<file path="src/design/prrts_pkg.sv">
`default_nettype none
package prrts_pkg;
    localparam int NUM_TASKS_DEF = 32;
    localparam int NUM_LEVELS_DEF = 8;
    localparam int MAX_LOCK_DEPTH_DEF = 15;

    localparam logic [2:0] MODE_ADD = 3'd0;
    localparam logic [2:0] MODE_REMOVE = 3'd1;
    localparam logic [2:0] MODE_SELECT = 3'd2;
    localparam logic [2:0] MODE_BOOST = 3'd3;
    localparam logic [2:0] MODE_RESTORE = 3'd4;
    localparam logic [2:0] MODE_LOCK = 3'd5;
    localparam logic [2:0] MODE_UNLOCK = 3'd6;

    localparam logic [1:0] ST_DONE = 2'd0;
    localparam logic [1:0] ST_EMPTY = 2'd1;
    localparam logic [1:0] ST_IGNORED = 2'd2;
    localparam logic [1:0] ST_LOCK_ERR = 2'd3;

    // command as it travels through the queue
    typedef struct packed {
        logic [2:0] mode;
        logic [4:0] task_id;
        logic [2:0] priority_req;
    } cmd_t;

    // result of one command
    typedef struct packed {
        logic [1:0] status;
        logic [4:0] chosen_task;
        logic [2:0] highest_priority;
        logic       any_ready;
    } rsp_t;
endpackage
`default_nettype wire

</file>
<file path="src/design/prrts_cmd_fifo.sv">
`default_nettype none
module prrts_cmd_fifo (
    input  wire              aclk,
    input  wire              aresetn,
    input  wire              in_valid,
    output logic             in_ready,
    input  prrts_pkg::cmd_t  in_cmd,
    output logic             out_valid,
    input  wire              out_ready,
    output prrts_pkg::cmd_t  out_cmd
);
    // two entry queue between front and back
    prrts_pkg::cmd_t slot_reg [2];
    logic            rd_ptr_reg, rd_ptr_next, wr_ptr_reg, wr_ptr_next;
    logic [1:0]      cnt_reg, cnt_next;
    logic            push, pop;

    assign in_ready  = (cnt_reg != 2'd2);
    assign out_valid = (cnt_reg != 2'd0);
    assign out_cmd   = slot_reg[rd_ptr_reg];
    assign push      = in_valid && in_ready;
    assign pop       = out_valid && out_ready;

    // pointer and count update
    always_comb begin
        wr_ptr_next = push ? ~wr_ptr_reg : wr_ptr_reg;
        rd_ptr_next = pop ? ~rd_ptr_reg : rd_ptr_reg;
        cnt_next    = cnt_reg + {1'b0, push} - {1'b0, pop};
    end

    always_ff @(posedge aclk) begin
        if (!aresetn) begin
            wr_ptr_reg <= 1'b0;
            rd_ptr_reg <= 1'b0;
            cnt_reg    <= 2'd0;
        end else begin
            wr_ptr_reg <= wr_ptr_next;
            rd_ptr_reg <= rd_ptr_next;
            cnt_reg    <= cnt_next;
        end
        if (push) slot_reg[wr_ptr_reg] <= in_cmd;
    end
endmodule
`default_nettype wire

</file>
<file path="src/design/prrts_front.sv">
`default_nettype none
module prrts_front #(
    parameter int NUM_TASKS  = prrts_pkg::NUM_TASKS_DEF,
    parameter int NUM_LEVELS = prrts_pkg::NUM_LEVELS_DEF
) (
    input  wire              aclk,
    input  wire              aresetn,
    input  wire              s_valid,
    output logic             s_ready,
    input  wire [10:0]       s_data,
    output logic             q_valid,
    input  wire              q_ready,
    output prrts_pkg::cmd_t  q_cmd
);
    // input register: unpacks the beat, saturates level, marks bad ids
    logic            full_reg;
    prrts_pkg::cmd_t cmd_reg, cmd_next;
    logic [2:0]      lv;

    always_comb begin
        lv = s_data[10:8];
        if ({29'd0, lv} > 32'(NUM_LEVELS - 1)) lv = 3'(NUM_LEVELS - 1);
        cmd_next.mode         = s_data[2:0];
        cmd_next.task_id      = s_data[7:3];
        cmd_next.priority_req = lv;
        // out of range ids become unknown mode for id commands
        if ({27'd0, s_data[7:3]} >= 32'(NUM_TASKS) &&
            (s_data[2:0] == prrts_pkg::MODE_ADD || s_data[2:0] == prrts_pkg::MODE_REMOVE ||
             s_data[2:0] == prrts_pkg::MODE_BOOST ||
             s_data[2:0] == prrts_pkg::MODE_RESTORE))
            cmd_next.mode = 3'b111;
    end

    assign s_ready = !full_reg || q_ready;
    assign q_valid = full_reg;
    assign q_cmd   = cmd_reg;

    always_ff @(posedge aclk) begin
        if (!aresetn) begin
            full_reg <= 1'b0;
        end else if (s_ready) begin
            full_reg <= s_valid;
        end
        if (s_valid && s_ready) cmd_reg <= cmd_next;
    end
endmodule
`default_nettype wire

</file>
<file path="src/design/prrts_back.sv">
`default_nettype none
module prrts_back #(
    parameter int NUM_TASKS      = prrts_pkg::NUM_TASKS_DEF,
    parameter int NUM_LEVELS     = prrts_pkg::NUM_LEVELS_DEF,
    parameter int MAX_LOCK_DEPTH = prrts_pkg::MAX_LOCK_DEPTH_DEF
) (
    input  wire              aclk,
    input  wire              aresetn,
    input  wire              c_valid,
    output logic             c_ready,
    input  prrts_pkg::cmd_t  c_cmd,
    output logic             r_valid,
    input  wire              r_ready,
    output prrts_pkg::rsp_t  r_rsp
);
    localparam int TW = (NUM_TASKS > 1) ? $clog2(NUM_TASKS) : 1;
    localparam int LW = (NUM_LEVELS > 1) ? $clog2(NUM_LEVELS) : 1;
    localparam int DW = $clog2(MAX_LOCK_DEPTH + 1);
    localparam int CW = $clog2(NUM_TASKS + 1);

    typedef enum logic [2:0] {
        S_IDLE, S_DECODE, S_UNLINK, S_LINK, S_DROP, S_DRAIN, S_RESP
    } state_t;

    // link memories and per-task state
    logic [TW-1:0] next_mem [NUM_TASKS];
    logic [TW-1:0] prev_mem [NUM_TASKS];
    logic [LW-1:0] lvl_mem  [NUM_TASKS];
    logic [TW-1:0] pend_mem [NUM_TASKS];
    logic [TW-1:0] head_reg [NUM_LEVELS];
    logic [TW-1:0] tail_reg [NUM_LEVELS];
    logic [NUM_LEVELS-1:0] nonempty_reg;
    logic [NUM_TASKS-1:0]  queued_reg, pending_reg;
    logic [CW-1:0] pcnt_reg, rd_idx_reg, wr_idx_reg;
    logic [DW-1:0] depth_reg;

    state_t          state_reg;
    prrts_pkg::cmd_t cmd_reg;
    logic [TW-1:0]   t_reg;
    logic [LW-1:0]   nlv_reg;
    logic            relink_reg;
    logic [1:0]      st_reg;
    logic [4:0]      chosen_reg;
    logic            rv_reg;
    logic [2:0]      hi_reg;
    logic            any_reg;

    logic [TW-1:0] tt;
    logic [LW-1:0] cur_lv, sel_lv, hi_lv;
    logic          sel_found;
    logic [TW-1:0] pf_cur;

    assign tt     = cmd_reg.task_id[TW-1:0];
    assign cur_lv = lvl_mem[t_reg];
    assign pf_cur = pend_mem[rd_idx_reg[TW-1:0]];

    // most urgent level of the select, and after the command
    always_comb begin
        sel_found = 1'b0;
        sel_lv    = LW'(NUM_LEVELS - 1);
        for (int i = NUM_LEVELS - 1; i >= 0; i--) begin
            if (nonempty_reg[i]) begin
                sel_found = 1'b1;
                sel_lv    = LW'(i);
            end
        end
        hi_lv = sel_lv;
    end

    assign c_ready = (state_reg == S_IDLE) && !rv_reg;
    assign r_valid = rv_reg;
    assign r_rsp   = '{status: st_reg, chosen_task: chosen_reg,
                       highest_priority: hi_reg, any_ready: any_reg};

    // sequencer
    always_ff @(posedge aclk) begin
        if (!aresetn) begin
            state_reg    <= S_IDLE;
            nonempty_reg <= '0;
            queued_reg   <= '0;
            pending_reg  <= '0;
            pcnt_reg     <= '0;
            depth_reg    <= '0;
            rv_reg       <= 1'b0;
        end else begin
            if (rv_reg && r_ready) rv_reg <= 1'b0;
            unique case (state_reg)
                S_IDLE: begin
                    if (c_valid && c_ready) begin
                        cmd_reg    <= c_cmd;
                        t_reg      <= c_cmd.task_id[TW-1:0];
                        nlv_reg    <= c_cmd.priority_req[LW-1:0];
                        st_reg     <= prrts_pkg::ST_DONE;
                        chosen_reg <= '0;
                        relink_reg <= 1'b0;
                        state_reg  <= S_DECODE;
                    end
                end
                S_DECODE: begin
                    state_reg <= S_RESP;
                    unique case (cmd_reg.mode) inside
                        prrts_pkg::MODE_ADD: begin
                            if (queued_reg[tt] || pending_reg[tt]) begin
                                st_reg <= prrts_pkg::ST_IGNORED;
                            end else begin
                                lvl_mem[tt] <= nlv_reg;
                                if (depth_reg != '0) begin
                                    pending_reg[tt] <= 1'b1;
                                    if (pcnt_reg < CW'(NUM_TASKS)) begin
                                        pend_mem[pcnt_reg[TW-1:0]] <= tt;
                                        pcnt_reg <= pcnt_reg + 1'b1;
                                    end
                                end else begin
                                    state_reg <= S_LINK;
                                end
                            end
                        end
                        prrts_pkg::MODE_REMOVE: begin
                            if (!queued_reg[tt] && !pending_reg[tt]) begin
                                st_reg <= prrts_pkg::ST_IGNORED;
                            end else if (queued_reg[tt]) begin
                                state_reg <= S_UNLINK;
                            end else begin
                                rd_idx_reg <= '0;
                                wr_idx_reg <= '0;
                                state_reg  <= S_DROP;
                            end
                        end
                        prrts_pkg::MODE_SELECT: begin
                            if (!sel_found) begin
                                st_reg <= prrts_pkg::ST_EMPTY;
                            end else begin
                                chosen_reg <= 5'(head_reg[sel_lv]);
                                t_reg      <= head_reg[sel_lv];
                                nlv_reg    <= sel_lv;
                                if (tail_reg[sel_lv] != head_reg[sel_lv]) begin
                                    relink_reg <= 1'b1;
                                    state_reg  <= S_UNLINK;
                                end
                            end
                        end
                        prrts_pkg::MODE_BOOST, prrts_pkg::MODE_RESTORE: begin
                            if ((cmd_reg.mode == prrts_pkg::MODE_RESTORE ||
                                 nlv_reg < cur_lv) && nlv_reg != cur_lv) begin
                                if (queued_reg[tt]) begin
                                    relink_reg <= 1'b1;
                                    state_reg  <= S_UNLINK;
                                end else begin
                                    lvl_mem[tt] <= nlv_reg;
                                end
                            end
                        end
                        prrts_pkg::MODE_LOCK: begin
                            if (32'(depth_reg) >= 32'(MAX_LOCK_DEPTH))
                                st_reg <= prrts_pkg::ST_LOCK_ERR;
                            else
                                depth_reg <= depth_reg + 1'b1;
                        end
                        prrts_pkg::MODE_UNLOCK: begin
                            if (depth_reg == '0) begin
                                st_reg <= prrts_pkg::ST_LOCK_ERR;
                            end else begin
                                depth_reg <= depth_reg - 1'b1;
                                if (depth_reg == DW'(1)) begin
                                    rd_idx_reg <= '0;
                                    state_reg  <= S_DRAIN;
                                end
                            end
                        end
                        default: st_reg <= prrts_pkg::ST_IGNORED;
                    endcase
                end
                // take t_reg out of its level
                S_UNLINK: begin
                    queued_reg[t_reg] <= 1'b0;
                    if (head_reg[cur_lv] == t_reg && tail_reg[cur_lv] == t_reg) begin
                        nonempty_reg[cur_lv] <= 1'b0;
                    end else if (head_reg[cur_lv] == t_reg) begin
                        head_reg[cur_lv] <= next_mem[t_reg];
                    end else if (tail_reg[cur_lv] == t_reg) begin
                        tail_reg[cur_lv] <= prev_mem[t_reg];
                    end else begin
                        next_mem[prev_mem[t_reg]] <= next_mem[t_reg];
                        prev_mem[next_mem[t_reg]] <= prev_mem[t_reg];
                    end
                    if (relink_reg) begin
                        lvl_mem[t_reg] <= nlv_reg;
                        state_reg      <= S_LINK;
                    end else if (pending_reg[t_reg]) begin
                        rd_idx_reg <= '0;
                        wr_idx_reg <= '0;
                        state_reg  <= S_DROP;
                    end else begin
                        state_reg <= S_RESP;
                    end
                end
                // append t_reg at the tail of its level
                S_LINK: begin
                    queued_reg[t_reg] <= 1'b1;
                    if (nonempty_reg[cur_lv]) begin
                        next_mem[tail_reg[cur_lv]] <= t_reg;
                        prev_mem[t_reg]            <= tail_reg[cur_lv];
                    end else begin
                        head_reg[cur_lv]     <= t_reg;
                        nonempty_reg[cur_lv] <= 1'b1;
                    end
                    tail_reg[cur_lv] <= t_reg;
                    if (cmd_reg.mode == prrts_pkg::MODE_UNLOCK) begin
                        pending_reg[t_reg] <= 1'b0;
                        rd_idx_reg         <= rd_idx_reg + 1'b1;
                        state_reg          <= S_DRAIN;
                    end else begin
                        state_reg <= S_RESP;
                    end
                end
                // compact the pending fifo, one entry a cycle
                S_DROP: begin
                    if (rd_idx_reg >= pcnt_reg) begin
                        pcnt_reg           <= wr_idx_reg;
                        pending_reg[t_reg] <= 1'b0;
                        state_reg          <= S_RESP;
                    end else begin
                        if (pf_cur != t_reg) begin
                            pend_mem[wr_idx_reg[TW-1:0]] <= pf_cur;
                            wr_idx_reg <= wr_idx_reg + 1'b1;
                        end
                        rd_idx_reg <= rd_idx_reg + 1'b1;
                    end
                end
                // move pending tasks into their levels, one at a time through S_LINK
                S_DRAIN: begin
                    if (rd_idx_reg >= pcnt_reg) begin
                        pcnt_reg  <= '0;
                        state_reg <= S_RESP;
                    end else begin
                        t_reg     <= pf_cur;
                        state_reg <= S_LINK;
                    end
                end
                S_RESP: begin
                    hi_reg    <= 3'(hi_lv);
                    any_reg   <= sel_found;
                    rv_reg    <= 1'b1;
                    state_reg <= S_IDLE;
                end
                default: state_reg <= S_IDLE;
            endcase
        end
    end
endmodule
`default_nettype wire

</file>
<file path="src/design/priority_round_robin_task_scheduler.sv">
// Priority round-robin task scheduler.
// s_axis: one command per beat, tdata = mode[2:0], task_id[7:3], priority_req[10:8].
// m_axis: one result per command, tdata = status[1:0], chosen_task[6:2],
//   highest_priority[9:7], any_ready[10].
// A front register takes and checks the command, a two-entry queue feeds the
// back sequencer, which updates the linked ready lists held in memories.
// Lock, unlock without drain, ignored commands and a select or priority change
// that moves nothing go from decode straight to the response; an add while
// unlocked and the remove of a queued task pass a link or unlink step, a select
// that rotates and a priority change that relinks pass both. Removing a pending
// task also walks the pending list; the last unlock links each pending task in
// turn. The single sequencer takes no new command until its result is taken.
// Reset clears all level and task flags and the lock count; links are
// rewritten before they are read. A stalled m_axis holds the result, the
// sequencer waits, and the queue and front register keep taking commands
// until they fill.
`default_nettype none
module priority_round_robin_task_scheduler #(
    parameter int NUM_TASKS      = prrts_pkg::NUM_TASKS_DEF,
    parameter int NUM_LEVELS     = prrts_pkg::NUM_LEVELS_DEF,
    parameter int MAX_LOCK_DEPTH = prrts_pkg::MAX_LOCK_DEPTH_DEF
) (
    input  wire         aclk,
    input  wire         aresetn,
    input  wire         s_axis_tvalid,
    output logic        s_axis_tready,
    input  wire [15:0]  s_axis_tdata,  // mode, task_id, priority_req
    output logic        m_axis_tvalid,
    input  wire         m_axis_tready,
    output logic [15:0] m_axis_tdata   // status, chosen_task, highest_priority, any_ready
);
    logic            fq_valid, fq_ready, qb_valid, qb_ready;
    prrts_pkg::cmd_t fq_cmd, qb_cmd;
    prrts_pkg::rsp_t rsp;

    prrts_front #(.NUM_TASKS(NUM_TASKS), .NUM_LEVELS(NUM_LEVELS)) u_front (
        .aclk(aclk), .aresetn(aresetn),
        .s_valid(s_axis_tvalid), .s_ready(s_axis_tready),
        .s_data(s_axis_tdata[10:0]),
        .q_valid(fq_valid), .q_ready(fq_ready), .q_cmd(fq_cmd)
    );

    prrts_cmd_fifo u_fifo (
        .aclk(aclk), .aresetn(aresetn),
        .in_valid(fq_valid), .in_ready(fq_ready), .in_cmd(fq_cmd),
        .out_valid(qb_valid), .out_ready(qb_ready), .out_cmd(qb_cmd)
    );

    prrts_back #(
        .NUM_TASKS(NUM_TASKS), .NUM_LEVELS(NUM_LEVELS), .MAX_LOCK_DEPTH(MAX_LOCK_DEPTH)
    ) u_back (
        .aclk(aclk), .aresetn(aresetn),
        .c_valid(qb_valid), .c_ready(qb_ready), .c_cmd(qb_cmd),
        .r_valid(m_axis_tvalid), .r_ready(m_axis_tready), .r_rsp(rsp)
    );

    assign m_axis_tdata = {5'd0, rsp.any_ready, rsp.highest_priority,
                           rsp.chosen_task, rsp.status};
endmodule
`default_nettype wire

</file>
<file path="config.mk">
export PLATFORM = sky130hd
export DESIGN_NAME = priority_round_robin_task_scheduler
export DESIGN_NICKNAME = d
export VERILOG_FILES = /design/src/design/prrts_pkg.sv /design/src/design/prrts_cmd_fifo.sv /design/src/design/prrts_front.sv /design/src/design/prrts_back.sv /design/src/design/priority_round_robin_task_scheduler.sv
export SDC_FILE = /design/constraint.sdc
export NUM_CORES = 1
export LEC_CHECK = 0
export ABC_AREA = 1
export ABC_CLOCK_PERIOD_IN_PS = 6000
export BUFFER_PORTS_ARGS = -buffer_cell sky130_fd_sc_hd__buf_2
export CAP_MARGIN = 20
export CELL_PAD_IN_SITES_DETAIL_PLACEMENT = 2
export CELL_PAD_IN_SITES_GLOBAL_PLACEMENT = 2
export CORE_MARGIN = 2
export CORE_UTILIZATION = 45
export CTS_CLUSTER_SIZE = 28
export DETAILED_ROUTE_END_ITERATION = 8
export PLACE_DENSITY_LB_ADDON = 0.1
export SLEW_MARGIN = 20
export SYNTH_ARGS = -nofsm -noshare
export SYNTH_HDL_FRONTEND = slang
export SYNTH_SLANG_ARGS = --single-unit
</file>
<file path="constraint.sdc">
create_clock -name aclk -period 6 [get_ports aclk]
set_input_delay 0.9 -clock aclk [delete_from_list [all_inputs] [get_ports aclk]]
set_output_delay 0.9 -clock aclk [all_outputs]
set_load 0.02 [all_outputs]
</file>
# --- Word level (Yosys, flattened, before mapping) ---
# Memory sizes are Yosys's and may differ from the RTL's. A register that Yosys moved wholly into a read port is not among the register bits.
# Index checks and enable logic that the tools add are counted.
# Widths: inputs -> output; s select.
word_totals:
  register_bits: 142
  latch_bits: 0
  ramBits: 678
  romBits: 0
  mem_count: 7
memory_table:
  columns: ["name", "words", "width", "read_ports", "rd_clocked_by_memory_dff", "write_ports", "line", "rtl"]
  rows:
  - ["u_back.next_mem", 32, 5, 1, 1, 1, "prrts_back.sv:26", "logic [TW-1:0] next_mem [NUM_TASKS];"]
  - ["u_back.pend_mem", 32, 5, 1, 1, 1, "prrts_back.sv:29", "logic [TW-1:0] pend_mem [NUM_TASKS];"]
  - ["u_back.prev_mem", 32, 5, 1, 1, 1, "prrts_back.sv:27", "logic [TW-1:0] prev_mem [NUM_TASKS];"]
  - ["u_back.lvl_mem", 32, 3, 1, 1, 1, "prrts_back.sv:28", "logic [LW-1:0] lvl_mem [NUM_TASKS];"]
  - ["u_back.head_reg", 8, 5, 2, 0, 1, "prrts_back.sv:30", "logic [TW-1:0] head_reg [NUM_LEVELS];"]
  - ["u_back.tail_reg", 8, 5, 2, 0, 1, "prrts_back.sv:31", "logic [TW-1:0] tail_reg [NUM_LEVELS];"]
  - ["+1 memories", null, null, null, null, null, null, null]
op_classes:
  add_sub_neg: 7
  mul: 0
  div_mod_pow: 0
  magnitude_cmp: 10
  eq_ne: 57
  shifts: 0
  n_mux: 187
  n_bitwise: 13
  n_reduce_logical: 50
op_table:
  columns: ["operator", "count"]
  rows:
  - ["$mux 32", 5]
  - ["$mux 6", 17]
  - ["$pmux 32 s3", 1]
  - ["$mux 5", 18]
  - ["$mux 1", 86]
  - ["$mux 3", 24]
  - ["$and 32x32->32", 2]
  - ["$or 32x32->32", 2]
  - ["$pmux 32 s2", 1]
  - ["$pmux 6 s3", 2]
  - ["$not 32->32", 1]
  - ["$ne 3x3->1 const B", 10]
  - ["$ne 2x1->1 const B", 12]
  - ["$ne 2x2->1 const B", 12]
  - ["$pmux 6 s4", 1]
  - ["$add 6x1->6 const B", 3]
  - ["$eq 3x3->1 const B", 6]
  - ["$mux 2", 9]
  - ["$pmux 3 s6", 1]
  - ["$reduce_and 9->1", 2]
  - ["$mux 8", 2]
  - ["$pmux 8 s2", 1]
  - ["$bmux 1 s5", 3]
  - ["$pmux 3 s5", 1]
  - ["other kinds (56)", 102]

# --- Depth between registers and ports, before layout ---
# Gate-level depths: netlist of run 1.
# An unclocked memory read counts as a cell.
logic_depth:
  ltp_word: 13
  depth_mapped: 27
  depth_no_buf: 24

# --- Modules after synthesis ---
# A second synthesis of run 1 with hierarchy kept.
unflattened:
  cells_unflattened: 3564
  area_unflattened_um2: 37154.4
by_module_without_submodules:
  columns: ["mod", "instances", "cells_per_inst", "area_per_inst_um2", "seq_area_each_um2"]
  rows:
  - ["prrts_back", 1, 3470, 35657.9, 22821.9]
  - ["prrts_cmd_fifo", 1, 70, 1073.5, 760.7]
  - ["prrts_front", 1, 18, 381.6, 350.3]
  - ["priority_round_robin_task_scheduler", 1, 6, 41.3, 0.0]

# --- Worst setup path after synthesis of run 1 ---
# OpenSTA, ideal clock, no wires.
synth_path:
  kind: "register to register"
  start: "register with a tool-made name"
  end: "memory u_back.pend_mem[0][0] (netlist name) (data pin)"
  setup_ns: 0.454
  t_arrival_ns: 3.340
  t_required_ns: 5.546
  path_slack_ns: 2.206
  path_stages_with_launch: 16
  n_path_buf: 5
  synth_period_minus_slack_ns: 3.794
  path_cell_list: "dfxtp_1 -> buf_2 -> inv_2 -> buf_2 -> buf_2 -> nor2_1 -> o221ai_1 -> nand3_1 -> o211ai_1 -> nand2_1 -> xor2_1 -> nand4_1 -> nand2_1 -> buf_2 -> clkbuf_1 -> o21ai_0"
synth_rtl:
  columns: ["element", "line"]
  rows:
  - ["end: declaration", "prrts_back.sv:29"]

==> metrics.cfg, run 1 <==
[yosys]
ys.flop_type = edfxtp_1
async_flop_share = 0
synth_area_leader_cell = edfxtp_1
synth_top_family_by_area = simple AND/OR/NAND/NOR gates
syn_inst = 3547
synth_xor_area_frac = 0.003787
yosys.area_share.simple = 0.1644
ys_seq_area_frac = 0.6468
synth.area.top_cells = edfxtp_1, o21ai_0, dfxtp_1
ys_ff_latch = 831
yosysUniqueCellTypes = 59
syn_avg_cell_area_sq_um = 10.43
ys_warn_count = 0
synth_top_area_frac = 0.5917
syn-cell-area_sq_um = 37000
synth-edff-count = 729
synth_compound_area_frac = 0.1285
synthAdderAreaFrac = 0.006087
synthMuxAreaShare = 0.003314

[global_route]
gr-usage-all-layers = 0.3172
grt-ovfl-total = 0
grt_max_degree = 137
antenna_found_initial = 0
grt_pass1_vias = 31970
grt_pass1_wl_um = 204800

[timing]
whs_ns = 0.4189
grt_setup_unrepaired = no
fmax_mhz = 175.6
min_period_ns = 5.694
slew_headroom = 0.2861
finalMaxSlewViolations = 0
tns_ns = 0
hold_viol = 0
clock_skew_ns = 0.03032
worst_slew_pin_slew_ns = 1.071
setup_violations = 0
final.period_utilization = 0.9489

[final_layout]
num_antenna_cells = 0
layout_commonest_cell = edfxtp_1
area_growth_pct = 11.37
fin_cells = 4677
drive_gt1_frac = 0.08733
final_nets = 3569
fin_util = 0.5043
mostFrequentLayoutCells = edfxtp_1, nor2_1, nand2_1, o21ai_0, nand3_1
stdcell_area_sq_um = 41210

[worst_setup_path]
crit_type = reg2reg
worstPathArrival_ns = 5.98
cp_data_required_time_ns = 6.28
cp-endpoint = u_back.next_mem[14][1]
reg2reg_slack_ns = 0.31
cp-start-kind = register
timing.rr.end = u_back.next_mem[14][1]
end_kind = register
rr_worst_depth = 16
crit_fanout = 36

[placed_design]
place_area_sq_um = 38130
dp_hpwl_um = 84430
gp_congestion = 0.8522
port_buffers = 27
dpl.cell_count = 4505

[die]
die_y_um = 290.7
start_util = 0.4528
die_w_um = 290.7
core.rowCount = 105
coreArea_sq_um = 81720
die_area_sq_um = 84530
ios = 38

[drt]
drt_iter0_drc = 2471
wirelength_um = 134900
avgRoutedWirePerCell_um = 28.84
drc_errors = 0
dr.pass1.iters = 5
vias = 28950
ant_nets = 0
viasPerCell = 6.189

[min_path]
hold_class = in2reg

[clocking]
htreeDepth = 3
root_buffer = clkbuf_16
post-cts-setup-buffers = 0
cts_sinks = 831
cts_buffer_depth = 3
clk_pin_slew_ns = 0.06
post_cts_resized = 0
clock_latency_ns = 0.67
numCtsBuffers = 92
cts_hold_buffers = 0
cts_tree = built

[power]
power.density_nw_per_um2 = 583.1
leakage_nw = 14.18
ir_worst_vdd_mv = 0.2936

[status]
outcome = finished clean

[flow_run]
maxCapViolations = 0

through the flow:
step	setup slack, ns	power (mW)
floorplan	2.206	13.98
global route	0.05406	25.10
CTS	0.3545	23.95
detailed placement	0.5128	17.94
global placement	0.9767	17.12
finish	0.3064	24.03
report_power, final:
part           total (mW)  switching, mW  internal, mW
Sequential           8.16          0.329          7.83
Clock                5.79           2.48          3.30
Combinational        10.1           7.90          2.18
kinds of logic (layout without fill, tap and decap cells):
group | Yosys count | after routing
other | 1 | 5
XOR/XNOR | 16 | 16
flip-flops | 831 | 831
multiplexers | 11 | 11
AO/OA/AOI/OAI | 801 | 801
buffers and inverters | 424 | 480
adder cells (fa/ha/maj) | 18 | 18
AND/OR/NAND/NOR | 1445 | 1445
synth_stat cells, types with 2 or more instances:
library cell and count:
o21ai_2 5, buf_1 12, nor4_1 2, nand2_1 523
buf_6 8, a211oi_1 18, dfxtp_1 102, a22o_1 4
o22ai_1 48, inv_1 193, o21a_1 2, o221ai_1 103
xor2_1 12, nor3_1 39, nor2_2 8, clkbuf_1 141
a32oi_1 5, ha_1 18, nor2_1 538, nand2_2 16
nand4_1 12, nand3b_1 14, nand3_1 277, xnor2_1 4
o21bai_1 2, o21ai_0 415, buf_4 11, o21ai_1 14
a31oi_1 13, buf_2 33, mux2_1 2, clkinv_1 11
o2111ai_1 3, o211ai_1 14, mux2_2 8, a21oi_1 115
a22oi_1 23, nand3_4 2, edfxtp_1 729, nand3_2 6
o31ai_1 8, or2_2 2, nor2_4 2, inv_2 14
o41ai_1 2
worst max-delay path, cell delays in order, from the launching register on:
cell and delay [ns]:
dfxtp_4 0.64, inv_2 0.36, nand3_1 0.23, nand3_1 0.14, nand2_1 0.11, nand2_1 0.11
nand3_1 0.14, nand2_2 0.27, nor2_2 0.48, nand2_1 0.21, o22ai_1 0.22, nor2_1 0.09
nand2_2 0.15, nor2_8 0.10, o21ai_4 0.84, nand3_2 0.54, nor2_1 0.63
layout make-up:
cell class	instances	area, sq um
Fill cell	8172	40510
Sequential cell	831	23940
Multi-Input combinational cell	2296	11390
Clock buffer	115	2492
Tap cell	1070	1339
Inverter	219	829.5
Timing Repair Buffer	91	673.1
Clock inverter	55	544.3
layer usage:
metal,track usage,routed length [um]
met4,0.09920,3981
met3,0.03977,6234
met5,0,0
met1,0.4202,57540
met2,0.5443,67120
worst min-delay path by stage:
stage,slack (ns),endpoint,from,depth (start not counted)
4_1_cts,0.39,u_front.q_cmd[0],s_axis_tdata[8],1
3_3_place_gp,0.43,register,register,2
6_report,0.42,u_front.q_cmd[0],s_axis_tdata[8],1
3_5_place_dp,0.44,register,register,2
2_1_floorplan,0.42,u_fifo.slot_reg[0][0],u_front.q_cmd[0],0
5_1_grt,0.40,u_front.q_cmd[0],s_axis_tdata[8],1
(Power assumes the default switching activity.)
==> run 2: changes to the inputs <==
Settings changed: CAP_MARGIN 20 to 15, SYNTH_HIERARCHICAL set to 1.
==> run 2 against run 1 <==
Against the previous run:
- sequential share of layout area fell by 0.25 points
- combinational power barely moved
- final cell count increased by 0.43%
- highest routed layer is now met5
==> metrics.cfg, run 2 <==
[timing]
final.period_utilization = 0.9466
setup_violations = 0
fmax_mhz = 176.1
hold_viol = 0
min_period_ns = 5.680
tns_ns = 0
slew_headroom = 0.2266
clock_skew_ns = 0.02867
worst_slew_pin_slew_ns = 1.148
grt_setup_unrepaired = no
finalMaxSlewViolations = 0
fin_ws_ns = 0.3203

[power]
p_int_mw = 13.63
leakage_nw = 14.35
p_comb_frac = 0.424
power_mw = 24.59
p_clk_frac = 0.243
ir_worst_vdd_mv = 0.3058
swShare = 0.4458
p_seq_frac = 0.333
switchingPower_mw = 10.96
power.density_nw_per_um2 = 594.1

[clocking]
cts_sinks = 831
clk_pin_slew_ns = 0.06
cts_tree = built
numCtsBuffers = 90
htreeDepth = 3
cts_buffer_depth = 3
cts_hold_buffers = 0
root_buffer = clkbuf_16
clock_latency_ns = 0.66
post-cts-setup-buffers = 0
post_cts_resized = 0

[drt]
wirelength_um = 136200
dr.pass1.iters = 6
ant_nets = 0
avgRoutedWirePerCell_um = 29.00
vias = 29040
viasPerCell = 6.183
drt_iter0_drc = 2568
drc_errors = 0

[yosys]
syn-cell-area_sq_um = 37150
yosysUniqueCellTypes = 55
synth-edff-count = 729
ys_ff_latch = 831
ys_warn_count = 6
synth_most_common_cell = edfxtp_1
syn_inst = 3564
ys.flop_type = edfxtp_1
synth_top_area_frac = 0.5892
synth_area_leader_cell = edfxtp_1
ys_seq_area_frac = 0.6441
yosys-top-cells-count = edfxtp_1, nor2_1, nand2_1, o21ai_0, nand3_1
synth.area.top_cells = edfxtp_1, o21ai_0, nor2_1
syn_avg_cell_area_sq_um = 10.42
async_flop_share = 0

[global_route]
grt_pass1_wl_um = 205200
antenna_found_initial = 2
grt_max_degree = 105
grt-ovfl-total = 0
grt_pass1_vias = 31890
gr-usage-all-layers = 0.3185

[final_layout]
nFillCells = 8253
mostFrequentLayoutCells = edfxtp_1, nor2_1, nand2_1, o21ai_0, nand3_1
drive_gt1_frac = 0.08712
final_nets = 3588
area_growth_pct = 11.39
layout_commonest_cell = edfxtp_1
multi_input_area_sq_um = 11470
stdcell_area_sq_um = 41390
num_antenna_cells = 0
regArea_sq_um = 23940

[die]
core.rowCount = 105
die_w_um = 291.3
ios = 38
die_area_sq_um = 84880
coreArea_sq_um = 81980
start_util = 0.4532
die_y_um = 291.3

[worst_setup_path]
end_kind = register
critPathMaxStageDelay_ns = 1.04
crit_type = reg2reg
rr_worst_depth = 14
timing.rr.end = u_back/pend_mem[11][4]
slowest_stage = edfxtp_1
crit_fanout = 18
reg2reg_slack_ns = 0.32
cp_data_required_time_ns = 6.28
r2r-start = u_back/tt[1]
cp-start-kind = register
worstPathArrival_ns = 5.96
crit_chain = nor2_1, buf_4, a22o_1, o21ai_0, nand2_1, nor2_1, nand2_1, nor2_2, nand2_1, nor2_1, nand2_1, o21ai_1, nand3_1, nor2_1

[placed_design]
pre_cts_ws_ns = 0.6040
gp_congestion = 0.8573
place_area_sq_um = 38260
dp_hpwl_um = 86380
port_buffers = 27

[min_path]
hold_class = in2reg
min_to = u_front/q_cmd[5]
whs_path_depth = 1
hold_start = s_axis_tdata[5]

[flow_run]
maxCapViolations = 0

[status]
outcome = finished clean

-- run 2: worst max-delay path: cells and delay by family (launching register included) --
kind / cells / cell delay, ns
and+or+nand+nor: 10 / 2.90
AOI/OAI and AO/OA: 3 / 1.05
buffers and inverters: 1 / 0.33
DFF: 1 / 1.04
-- run 2: power by group through the flow --
stage | logic [mW] | registers, mW | clock network (mW)
after floorplan | 6.02 | 8.16 | 0
after detailed placement | 9.99 | 8.29 | 0
after CTS | 10.3 | 8.19 | 6.04
after global placement | 9.20 | 8.26 | 0
after global routing | 11.2 | 8.22 | 6.23
final | 10.4 | 8.19 | 5.97
-- run 2: layer usage --
metal  routed length (um)  up-vias  GRT usage
met3                 7460      257    0.03993
met4                 4274        2     0.1040
li1                     -    12690          -
met2                67580      987     0.5465
met1                56880    15100     0.4202
met5                    7        -          0
-- run 2: cell families after synthesis --
kind of cell	Yosys count	synth area share
flops	831	0.6441
buf+inv	429	0.04870
compound gates	819	0.1309
other cells	1	0.0001009
xor+xnor	12	0.002829
simple gates	1441	0.1624
mux	13	0.004950
fa+ha+maj	18	0.006062
-- run 2: worst max path at each step --
stage	slack, ns	end	cells past startpoint	from
finish	0.32	u_back/pend_mem[11][4]	14	u_back/tt[1]
CTS	0.53	u_back/next_mem[16][2]	24	register
global placement	0.79	u_back/pend_mem[15][0]	13	u_back/tt[1]
floorplan	2.21	u_back/pend_mem[0][0]	13	register
global route	0.10	u_back/next_mem[16][2]	25	register
detailed placement	0.60	u_back/pend_mem[19][2]	14	u_back/tt[1]
-- run 2: layout make-up --
class / count / share of cell area
multi-input cells: 2308 / 0.2771
inverters: 226 / 0.02068
repair buffers: 93 / 0.01584
well taps: 1070 / 0.03235
clock inverters: 55 / 0.01720
flip-flops and latches: 831 / 0.5785
clock buffers: 114 / 0.05832
-- run 2: through the flow --
stage	hold slack [ns]	utilization	instances
2_1_floorplan	0.4215	-	3568
3_3_place_gp	0.4280	0.4667	4528
3_5_place_dp	0.4498	0.4667	4528
4_1_cts	0.3996	0.5048	4697
5_1_grt	0.4132	0.5049	4697
6_report	0.4305	0.5049	4697
